### src/hdl/spirtc_pkg.sv
// Package: constants, types and helper functions for the SPI RTC register slave.
package spirtc_pkg;

    localparam int ClockRegCount = 18;
    localparam int UserSize      = 96;

    localparam logic [7:0] CLOCK_REG_END   = 8'h12;
    localparam logic [7:0] CLOCK_WINDOW    = 8'h20;
    localparam logic [7:0] USER_END        = 8'h80;
    localparam logic [7:0] WRITE_FLAG      = 8'h80;
    localparam logic [7:0] CLOCK_WRITE_END = 8'h92;
    localparam logic [7:0] USER_WRITE_BASE = 8'hA0;
    localparam logic [7:0] READ_PAST_END   = 8'hFF;
    localparam logic [7:0] HOUR_12_FLAG    = 8'h40;
    localparam logic [7:0] PM_FLAG         = 8'h20;

    localparam logic [4:0] PHASE_DATA  = 5'd8;
    localparam logic [4:0] PHASE_BYTE  = 5'd16;

    localparam int HOUR_REG    = 2;
    localparam int WEEKDAY_REG = 3;

    typedef logic [7:0] byte_t;
    typedef byte_t clock_regs_t [ClockRegCount];

    // Per-register write mask for the clock window.
    function automatic byte_t write_mask(input logic [4:0] idx);
        byte_t m;
        case (idx)
            5'd0, 5'd1, 5'd2:  m = 8'h7F;
            5'd3:              m = 8'h0F;
            5'd4, 5'd5:        m = 8'h3F;
            5'd10, 5'd14:      m = 8'h8F;
            5'd15:             m = 8'h87;
            5'd16:             m = 8'h00;
            default:           m = 8'hFF;
        endcase
        return m;
    endfunction

    // Binary to BCD, tens * 16 + units, for values below 128.
    function automatic byte_t bin_to_bcd(input logic [6:0] v);
        logic [14:0] prod;
        logic [3:0]  tens;
        logic [6:0]  units;
        prod  = 15'(v) * 15'd205;
        tens  = prod[14:11];
        units = v - 7'(tens) * 7'd10;
        return byte_t'({tens, 4'b0000}) + byte_t'(units);
    endfunction

    // Address increment with wrap inside the clock and user windows.
    function automatic byte_t advance_address(input byte_t a);
        byte_t n;
        n = a + 8'd1;
        if (n[6:0] == 7'h20) begin
            n = n - 8'h20;
        end else if (n[6:0] == 7'h00) begin
            n = n - 8'h60;
        end
        return n;
    endfunction

endpackage

### src/hdl/spi_rtc_register_slave_top.sv
// SPI slave real-time-clock register file, one pin sample per request.
//
// Input requests (s_axis_*) carry one sample of chip enable, serial clock
// and serial data in, plus the current binary calendar time. Each request
// yields exactly one result request (m_axis_*) holding the serial data out
// level after that sample; it idles high while deselected.
// A request is taken every cycle while the skid stage is empty; its result
// goes to the output register, or to the skid stage on a stall. Throughput is
// one request per cycle, limited by the single register update per sample.
// A read of a user location is issued to the 96-byte RAM when the address is
// latched or a byte completes; the registered read data is picked up by the
// next request, before any bit can be shifted out.
// When the receiver stalls, one result waits in the output register and one
// more in a skid stage; s_axis_tready drops only when both are full.
// Reset (aresetn low, synchronous) clears the serial state, the clock
// registers and the user RAM valid bits, so the RAM reads zero until written.
module spi_rtc_register_slave_top
    import spirtc_pkg::*;
(
    input  logic        aclk,
    input  logic        aresetn,
    input  logic        s_axis_tvalid,
    output logic        s_axis_tready,
    // [0] chip_enable, [1] serial_clock, [2] serial_data_in, [8:3] now_seconds,
    // [14:9] now_minutes, [19:15] now_hours, [22:20] now_weekday,
    // [27:23] now_day_of_month, [31:28] now_month, [38:32] now_year, [39] zero
    input  logic [39:0] s_axis_tdata,
    output logic        m_axis_tvalid,
    input  logic        m_axis_tready,
    // [0] serial_data_out, [7:1] zero
    output logic [7:0]  m_axis_tdata
);

    logic       chip_enable, serial_clock, serial_data_in;
    logic [5:0] now_seconds, now_minutes;
    logic [4:0] now_hours, now_day_of_month;
    logic [2:0] now_weekday;
    logic [3:0] now_month;
    logic [6:0] now_year;

    assign chip_enable      = s_axis_tdata[0];
    assign serial_clock     = s_axis_tdata[1];
    assign serial_data_in   = s_axis_tdata[2];
    assign now_seconds      = s_axis_tdata[8:3];
    assign now_minutes      = s_axis_tdata[14:9];
    assign now_hours        = s_axis_tdata[19:15];
    assign now_weekday      = s_axis_tdata[22:20];
    assign now_day_of_month = s_axis_tdata[27:23];
    assign now_month        = s_axis_tdata[31:28];
    assign now_year         = s_axis_tdata[38:32];

    logic [4:0]  bit_phase_reg, bit_phase_next;
    byte_t       address_reg, address_next;
    byte_t       shift_byte_reg, shift_byte_next;
    logic        data_out_reg, data_out_next;
    logic        selected_reg, selected_next;
    logic        last_clock_reg, last_clock_next;
    logic        idle_clock_reg, idle_clock_next;
    clock_regs_t clock_regs_reg, clock_regs_next;
    logic        pending_reg, pending_next;

    byte_t             user_ram [UserSize];
    logic [UserSize-1:0] user_valid_reg;
    byte_t             ram_q_reg;
    logic              ram_valid_q_reg;
    logic              rd_en, wr_en;
    logic [6:0]        rd_idx, wr_idx;

    logic out_valid_reg, out_data_reg, skid_valid_reg, skid_data_reg;
    logic accept, take;

    assign s_axis_tready = !skid_valid_reg;
    assign accept        = s_axis_tvalid && s_axis_tready;
    assign take          = out_valid_reg && m_axis_tready;
    assign m_axis_tvalid = out_valid_reg;
    assign m_axis_tdata  = {7'b0, out_data_reg};

    // Clock registers as freshly loaded from the current time.
    clock_regs_t time_regs;
    logic [4:0]  hour12;

    always_comb begin
        time_regs = clock_regs_reg;
        time_regs[0] = bin_to_bcd(7'(now_seconds));
        time_regs[1] = bin_to_bcd(7'(now_minutes));
        if (clock_regs_reg[HOUR_REG][6]) begin
            hour12 = (now_hours >= 5'd12) ? now_hours - 5'd12 : now_hours;
            if (hour12 == 5'd0) begin
                hour12 = 5'd12;
            end
            time_regs[HOUR_REG] = HOUR_12_FLAG | ((now_hours >= 5'd12) ? PM_FLAG : 8'h00)
                                | bin_to_bcd(7'(hour12));
        end else begin
            hour12 = now_hours;
            time_regs[HOUR_REG] = bin_to_bcd(7'(now_hours));
        end
        time_regs[WEEKDAY_REG] = byte_t'(now_weekday) + 8'd1;
        time_regs[4] = bin_to_bcd(7'(now_day_of_month));
        time_regs[5] = bin_to_bcd(7'(now_month));
        time_regs[6] = bin_to_bcd(now_year);
    end

    always_comb begin
        logic  do_load, do_time, do_store;
        byte_t ld_addr, clk_val, new_addr;
        do_load  = 1'b0;
        do_time  = 1'b0;
        do_store = 1'b0;
        clk_val  = 8'h00;
        new_addr = 8'h00;

        bit_phase_next  = bit_phase_reg;
        address_next    = address_reg;
        shift_byte_next = pending_reg ? (ram_valid_q_reg ? ram_q_reg : 8'h00)
                                      : shift_byte_reg;
        data_out_next   = data_out_reg;
        selected_next   = selected_reg;
        last_clock_next = last_clock_reg;
        idle_clock_next = idle_clock_reg;
        clock_regs_next = clock_regs_reg;
        pending_next    = 1'b0;
        rd_en  = 1'b0;
        wr_en  = 1'b0;
        rd_idx = 7'd0;
        wr_idx = 7'd0;

        if (chip_enable != selected_reg) begin
            selected_next = chip_enable;
            if (!chip_enable) begin
                bit_phase_next = 5'd0;
                data_out_next  = 1'b1;
            end else begin
                last_clock_next = serial_clock;
                idle_clock_next = serial_clock;
            end
        end

        if (selected_next && last_clock_next != serial_clock) begin
            last_clock_next = serial_clock;
            if (serial_clock != idle_clock_next) begin
                if (bit_phase_next >= PHASE_DATA && address_next < WRITE_FLAG) begin
                    data_out_next   = shift_byte_next[7];
                    shift_byte_next = {shift_byte_next[6:0], 1'b0};
                    bit_phase_next  = bit_phase_next + 5'd1;
                    if (bit_phase_next >= PHASE_BYTE) begin
                        bit_phase_next = PHASE_DATA;
                        do_load = 1'b1;
                    end
                end
            end else if (bit_phase_next < PHASE_DATA) begin
                address_next   = {address_next[6:0], serial_data_in};
                bit_phase_next = bit_phase_next + 5'd1;
                if (bit_phase_next == PHASE_DATA && address_next < WRITE_FLAG) begin
                    do_time = address_next < CLOCK_WINDOW;
                    do_load = 1'b1;
                end
            end else if (address_next >= WRITE_FLAG) begin
                shift_byte_next = {shift_byte_next[6:0], serial_data_in};
                bit_phase_next  = bit_phase_next + 5'd1;
                if (bit_phase_next >= PHASE_BYTE) begin
                    bit_phase_next = PHASE_DATA;
                    do_store = 1'b1;
                end
            end
        end

        ld_addr = address_next;
        if (do_time) begin
            clock_regs_next = time_regs;
        end
        if (ld_addr < CLOCK_REG_END) begin
            clk_val = clock_regs_next[ld_addr[4:0]];
        end

        if (do_load) begin
            if (ld_addr < CLOCK_REG_END) begin
                shift_byte_next = clk_val;
            end else if (ld_addr < CLOCK_WINDOW) begin
                shift_byte_next = 8'h00;
            end else if (ld_addr < USER_END) begin
                new_addr     = ld_addr - CLOCK_WINDOW;
                rd_idx       = new_addr[6:0];
                rd_en        = accept;
                pending_next = 1'b1;
            end else begin
                shift_byte_next = READ_PAST_END;
            end
        end

        if (do_store) begin
            if (ld_addr >= WRITE_FLAG && ld_addr < CLOCK_WRITE_END) begin
                new_addr = ld_addr - WRITE_FLAG;
                clock_regs_next[new_addr[4:0]] = shift_byte_next & write_mask(new_addr[4:0]);
            end else if (ld_addr >= USER_WRITE_BASE) begin
                new_addr = ld_addr - USER_WRITE_BASE;
                wr_idx   = new_addr[6:0];
                wr_en    = accept;
            end
        end

        if (do_load || do_store) begin
            address_next = advance_address(ld_addr);
        end
    end

    always_ff @(posedge aclk) begin
        if (wr_en) begin
            user_ram[wr_idx] <= shift_byte_next;
        end
        if (rd_en) begin
            ram_q_reg <= user_ram[rd_idx];
        end
    end

    always_ff @(posedge aclk) begin
        if (!aresetn) begin
            bit_phase_reg   <= 5'd0;
            address_reg     <= 8'h00;
            shift_byte_reg  <= 8'h00;
            data_out_reg    <= 1'b1;
            selected_reg    <= 1'b0;
            last_clock_reg  <= 1'b0;
            idle_clock_reg  <= 1'b0;
            pending_reg     <= 1'b0;
            ram_valid_q_reg <= 1'b0;
            user_valid_reg  <= '0;
            for (int i = 0; i < ClockRegCount; i++) begin
                clock_regs_reg[i] <= 8'h00;
            end
        end else if (accept) begin
            bit_phase_reg   <= bit_phase_next;
            address_reg     <= address_next;
            shift_byte_reg  <= shift_byte_next;
            data_out_reg    <= data_out_next;
            selected_reg    <= selected_next;
            last_clock_reg  <= last_clock_next;
            idle_clock_reg  <= idle_clock_next;
            pending_reg     <= pending_next;
            clock_regs_reg  <= clock_regs_next;
            if (rd_en) begin
                ram_valid_q_reg <= user_valid_reg[rd_idx];
            end
            if (wr_en) begin
                user_valid_reg[wr_idx] <= 1'b1;
            end
        end
    end

    // Output register plus skid stage.
    always_ff @(posedge aclk) begin
        if (!aresetn) begin
            out_valid_reg  <= 1'b0;
            skid_valid_reg <= 1'b0;
        end else if (skid_valid_reg) begin
            if (take) begin
                out_valid_reg  <= 1'b1;
                skid_valid_reg <= 1'b0;
            end
        end else if (accept) begin
            if (!out_valid_reg || take) begin
                out_valid_reg <= 1'b1;
            end else begin
                skid_valid_reg <= 1'b1;
            end
        end else if (take) begin
            out_valid_reg <= 1'b0;
        end
    end

    always_ff @(posedge aclk) begin
        if (skid_valid_reg) begin
            if (take) begin
                out_data_reg <= skid_data_reg;
            end
        end else if (accept) begin
            if (!out_valid_reg || take) begin
                out_data_reg <= data_out_next;
            end else begin
                skid_data_reg <= data_out_next;
            end
        end
    end

    a_skid_implies_out: assert property (@(posedge aclk) disable iff (!aresetn)
        skid_valid_reg |-> out_valid_reg)
        else $error("skid stage full while output register empty");

    a_phase_range: assert property (@(posedge aclk) disable iff (!aresetn)
        bit_phase_reg < PHASE_BYTE)
        else $error("bit phase out of range");

    a_idle_high: assert property (@(posedge aclk) disable iff (!aresetn)
        !selected_reg |-> data_out_reg)
        else $error("data out not high while deselected");

    a_pending_phase: assert property (@(posedge aclk) disable iff (!aresetn)
        pending_reg |-> (selected_reg && bit_phase_reg == PHASE_DATA))
        else $error("user RAM read pending outside a data phase");

endmodule
### config.mk
export PLATFORM = sky130hd
export DESIGN_NAME = spi_rtc_register_slave_top
export DESIGN_NICKNAME = d
export VERILOG_FILES = /design/src/hdl/spirtc_pkg.sv /design/src/hdl/spi_rtc_register_slave_top.sv
export SDC_FILE = /design/constraint.sdc
export NUM_CORES = 2
export LEC_CHECK = 0
export BUFFER_PORTS_ARGS = -buffer_cell sky130_fd_sc_hd__buf_2
export CAP_MARGIN = 25
export CORE_MARGIN = 4
export CORE_UTILIZATION = 35
export CTS_CLUSTER_DIAMETER = 50
export DETAILED_ROUTE_END_ITERATION = 6
export PLACE_DENSITY_LB_ADDON = 0.3
export SYNTH_ARGS = -nofsm -noshare
export SYNTH_HDL_FRONTEND = slang
export SYNTH_SLANG_ARGS = --single-unit
### constraint.sdc
create_clock -name aclk -period 11.05 [get_ports aclk]
set_clock_uncertainty 0.2 [all_clocks]
set_input_delay 1.105 -clock aclk [delete_from_list [all_inputs] [get_ports aclk]]
set_output_delay 1.105 -clock aclk [all_outputs]
set_load 0.005 [all_outputs]
==> flow_metrics.env <==
export IMPL_status="finished clean"
export IMPL_hold_path_class="flip-flop to flip-flop"
export IMPL_cts_sinks=1047
export IMPL_grt_pass1_wl_um=232000
export IMPL_ys_seq_elements=1047
export IMPL_first_iter_violations=3724
export IMPL_syn_inst=4557
export IMPL_worstPathArrival_ns=9.16
export IMPL_vdd_drop_max_mv=0.138
export IMPL_drv_cap=0
export IMPL_hpwl_um=99400
export IMPL_met2WireLength_um=73500
export IMPL_timing_fmax_mhz=112
export IMPL_cts_root_buffer="clkbuf_16"
export IMPL_gp_congestion=0.895
export IMPL_grt_pass1_vias=35862
export IMPL_drc=0
export IMPL_cts_buffers_inserted=114
export IMPL_h_tree_depth=3
export IMPL_core_um2=144000
export IMPL_critPathSlowestCell="clkinv_2"
export IMPL_dominantRegCellSynth="edfxtp_1"
export IMPL_worstSetupStartpointType="input pin"
export IMPL_grt_total_usage_pct=19.9
export IMPL_ioPinCount=54
export IMPL_synth_cell_types=106
export IMPL_postCtsSetupBuffers=0
export IMPL_crit_path_end_kind="flip-flop"
export IMPL_final_fill_count=13891
export IMPL_io_buffers=45
export IMPL_largest_reg_flops=768
export IMPL_fin_crit_sh_pct=81.0
export IMPL_stdcell_area_um2=56800
export IMPL_cpPeakStageDelay_ns=0.76
export IMPL_die_h_um=389
export IMPL_ant_nets=0
export IMPL_routed_top_layer="met4"
export IMPL_critPathKind="input pin to flip-flop"
export IMPL_die_area_um2=151000
export IMPL_rsz0062_at_grt="false"
export IMPL_wl_per_cell_um=23.9
export IMPL_async_flop_share_pct=0
export IMPL_relSlewSlack_pct=22.5
export IMPL_whs_ns=0.256
export IMPL_antenna_found_initial=3
export IMPL_drive_above_1_share_pct=9.90
export IMPL_initial_utilization_pct=35.3
export IMPL_pwr_density_cell_nw_per_um2=164
export IMPL_cts_resized=0
export IMPL_slew_viol_final=0
export IMPL_seq_area_frac_synth_pct=56.5
export IMPL_synth_edff_count=778
export IMPL_final_util_pct=39.4
export IMPL_min_period_ns=8.95
export IMPL_nets=4826
export IMPL_grt_max_degree=124
export IMPL_cts_hold_buf=0
export IMPL_row_count=139
export IMPL_num_vias=37059
export IMPL_hold_viol=0
export IMPL_path_max_fanout=43
export IMPL_avgSynthCellArea_um2=11.2
export IMPL_wl_met1_um=64600
export IMPL_synth_area_um2=50800
export IMPL_post_dp_cell_area_um2=52800
export IMPL_die_width_um=389
export IMPL_crit_path_frequent_cell="ha_1"
export IMPL_cts_buffer_depth=3
export IMPL_cts_tree="yes"
export IMPL_p_leak_nw=19.7
export IMPL_power_mw=9.33
export IMPL_wl_met3_um=12200
export IMPL_routed_wirelength_um=156000
export IMPL_clk_latency_ns=0.76
export IMPL_finalSetupViolations=0
export IMPL_first_pass_iters=6
export IMPL_clk_pin_slew_ns=0.06
export IMPL_yosysWarningCount=0
export IMPL_finalSetupTns_ns=0
export IMPL_syn_to_final_growth_pct=11.7
export IMPL_tightest_slew_ns=1.16
export IMPL_required_ns=11.27
export IMPL_vias_per_cell=5.68
export IMPL_grt_overflow=0
## routing by layer
metal	vias up	global-route usage [%]
met3	297	3.48
met5	-	0
met4	0	6.94
li1	16868	-
met1	18387	26.6
met2	1507	32.7
## report_power, final
group	switching, mW	internal, mW	total (mW)
logic	0.761	0.451	1.21
registers	0.00592	4.23	4.24
clock network	1.63	2.25	3.88
total	2.40	6.94	9.33
## cell families after synthesis
family	share of synthesized area (%)
fa+ha+maj	7.10
simple gates	12.7
compound gates	14.6
mux	3.81
buf+inv	4.15
other cells	0.00738
flops	56.5
xor+xnor	1.11
## metrics by stage
step / std cells / setup WS (ns)
6_report: 6522 / 2.10
3_3_place_gp: 6285 / 1.46
4_1_cts: 6508 / 2.25
5_1_grt: 6520 / 1.47
2_1_floorplan: 4563 / 0.734
3_5_place_dp: 6292 / 1.46
## cells in the mapped netlist, types with 15 or more instances
cell type | instances | share of area, %
nor3_1 | 146 | 1.4
edfxtp_1 | 778 | 46
ha_1 | 226 | 5.6
o22ai_1 | 87 | 1.1
buf_4 | 47 | 0.69
and3_1 | 65 | 0.80
fa_1 | 39 | 1.5
nor2_1 | 321 | 2.4
mux2_2 | 51 | 1.1
o32ai_1 | 17 | 0.29
a21oi_1 | 229 | 2.3
nand3_1 | 151 | 1.5
o221ai_1 | 21 | 0.36
and2_1 | 26 | 0.32
a21o_1 | 32 | 0.47
o221a_2 | 15 | 0.33
inv_1 | 165 | 1.2
clkbuf_1 | 124 | 0.92
mux2i_1 | 127 | 2.5
a211oi_1 | 81 | 1.2
o21a_1 | 82 | 1.2
or3_1 | 15 | 0.18
buf_1 | 16 | 0.12
buf_2 | 110 | 1.1
xnor2_1 | 28 | 0.48
o211ai_1 | 40 | 0.59
xor2_1 | 33 | 0.57
a31oi_1 | 75 | 0.92
nand4_1 | 24 | 0.30
o21ai_0 | 200 | 2.0
a311oi_1 | 19 | 0.33
nor2b_1 | 22 | 0.27
a2111oi_0 | 16 | 0.28
nand2_1 | 580 | 4.3
dfxtp_1 | 269 | 11
## critical path, delay by kind of cell
kind | cells | cell delay [ns]
AO/OA/AOI/OAI | 11 | 2.79
AND/OR/NAND/NOR | 6 | 1.22
adder cells (fa/ha/maj) | 7 | 1.96
buffers and inverters | 7 | 2.04
## cells in the final DEF (no fill, tap or decap), types with 75 or more instances in the layout
| master | synthesis | layout |
|---|---|---|
| o21a_1 | 82 | 82 |
| o22ai_1 | 87 | 87 |
| nor2_1 | 321 | 320 |
| nand3_1 | 151 | 150 |
| a31oi_1 | 75 | 75 |
| a211oi_1 | 81 | 80 |
| mux2i_1 | 127 | 127 |
| nor3_1 | 146 | 146 |
| buf_4 | 47 | 81 |
| a21oi_1 | 229 | 229 |
| dfxtp_1 | 269 | 269 |
| inv_1 | 165 | 161 |
| clkbuf_16 | 0 | 114 |
| o21ai_0 | 200 | 200 |
| edfxtp_1 | 778 | 778 |
| ha_1 | 226 | 226 |
| nand2_1 | 580 | 576 |
## worst paths after layout
check	from	end	slack, ns	depth (start not counted)
max	s_axis_tdata[16]	user_ram[63][7]	2.10	31
max reg2reg	selected_reg	ram_q_reg[6]	4.16	17
min	clock_regs_reg[132]	clock_regs_reg[132]	0.26	2
min reg2reg	clock_regs_reg[132]	clock_regs_reg[132]	0.26	2
## final cells by class
class | count | area (um^2) | share of cell area, %
antenna | 2 | 5.00 | 0.00881
inverter | 170 | 656 | 1.15
timing repair buffer | 139 | 1040 | 1.82
clock buffer | 173 | 3310 | 5.83
clock inverter | 43 | 568 | 1.00
sequential | 1047 | 28700 | 50.6
multi-input combinational | 3045 | 20100 | 35.4
tap | 1903 | 2380 | 4.19
Note: power is estimated with default switching activity, not from simulation.
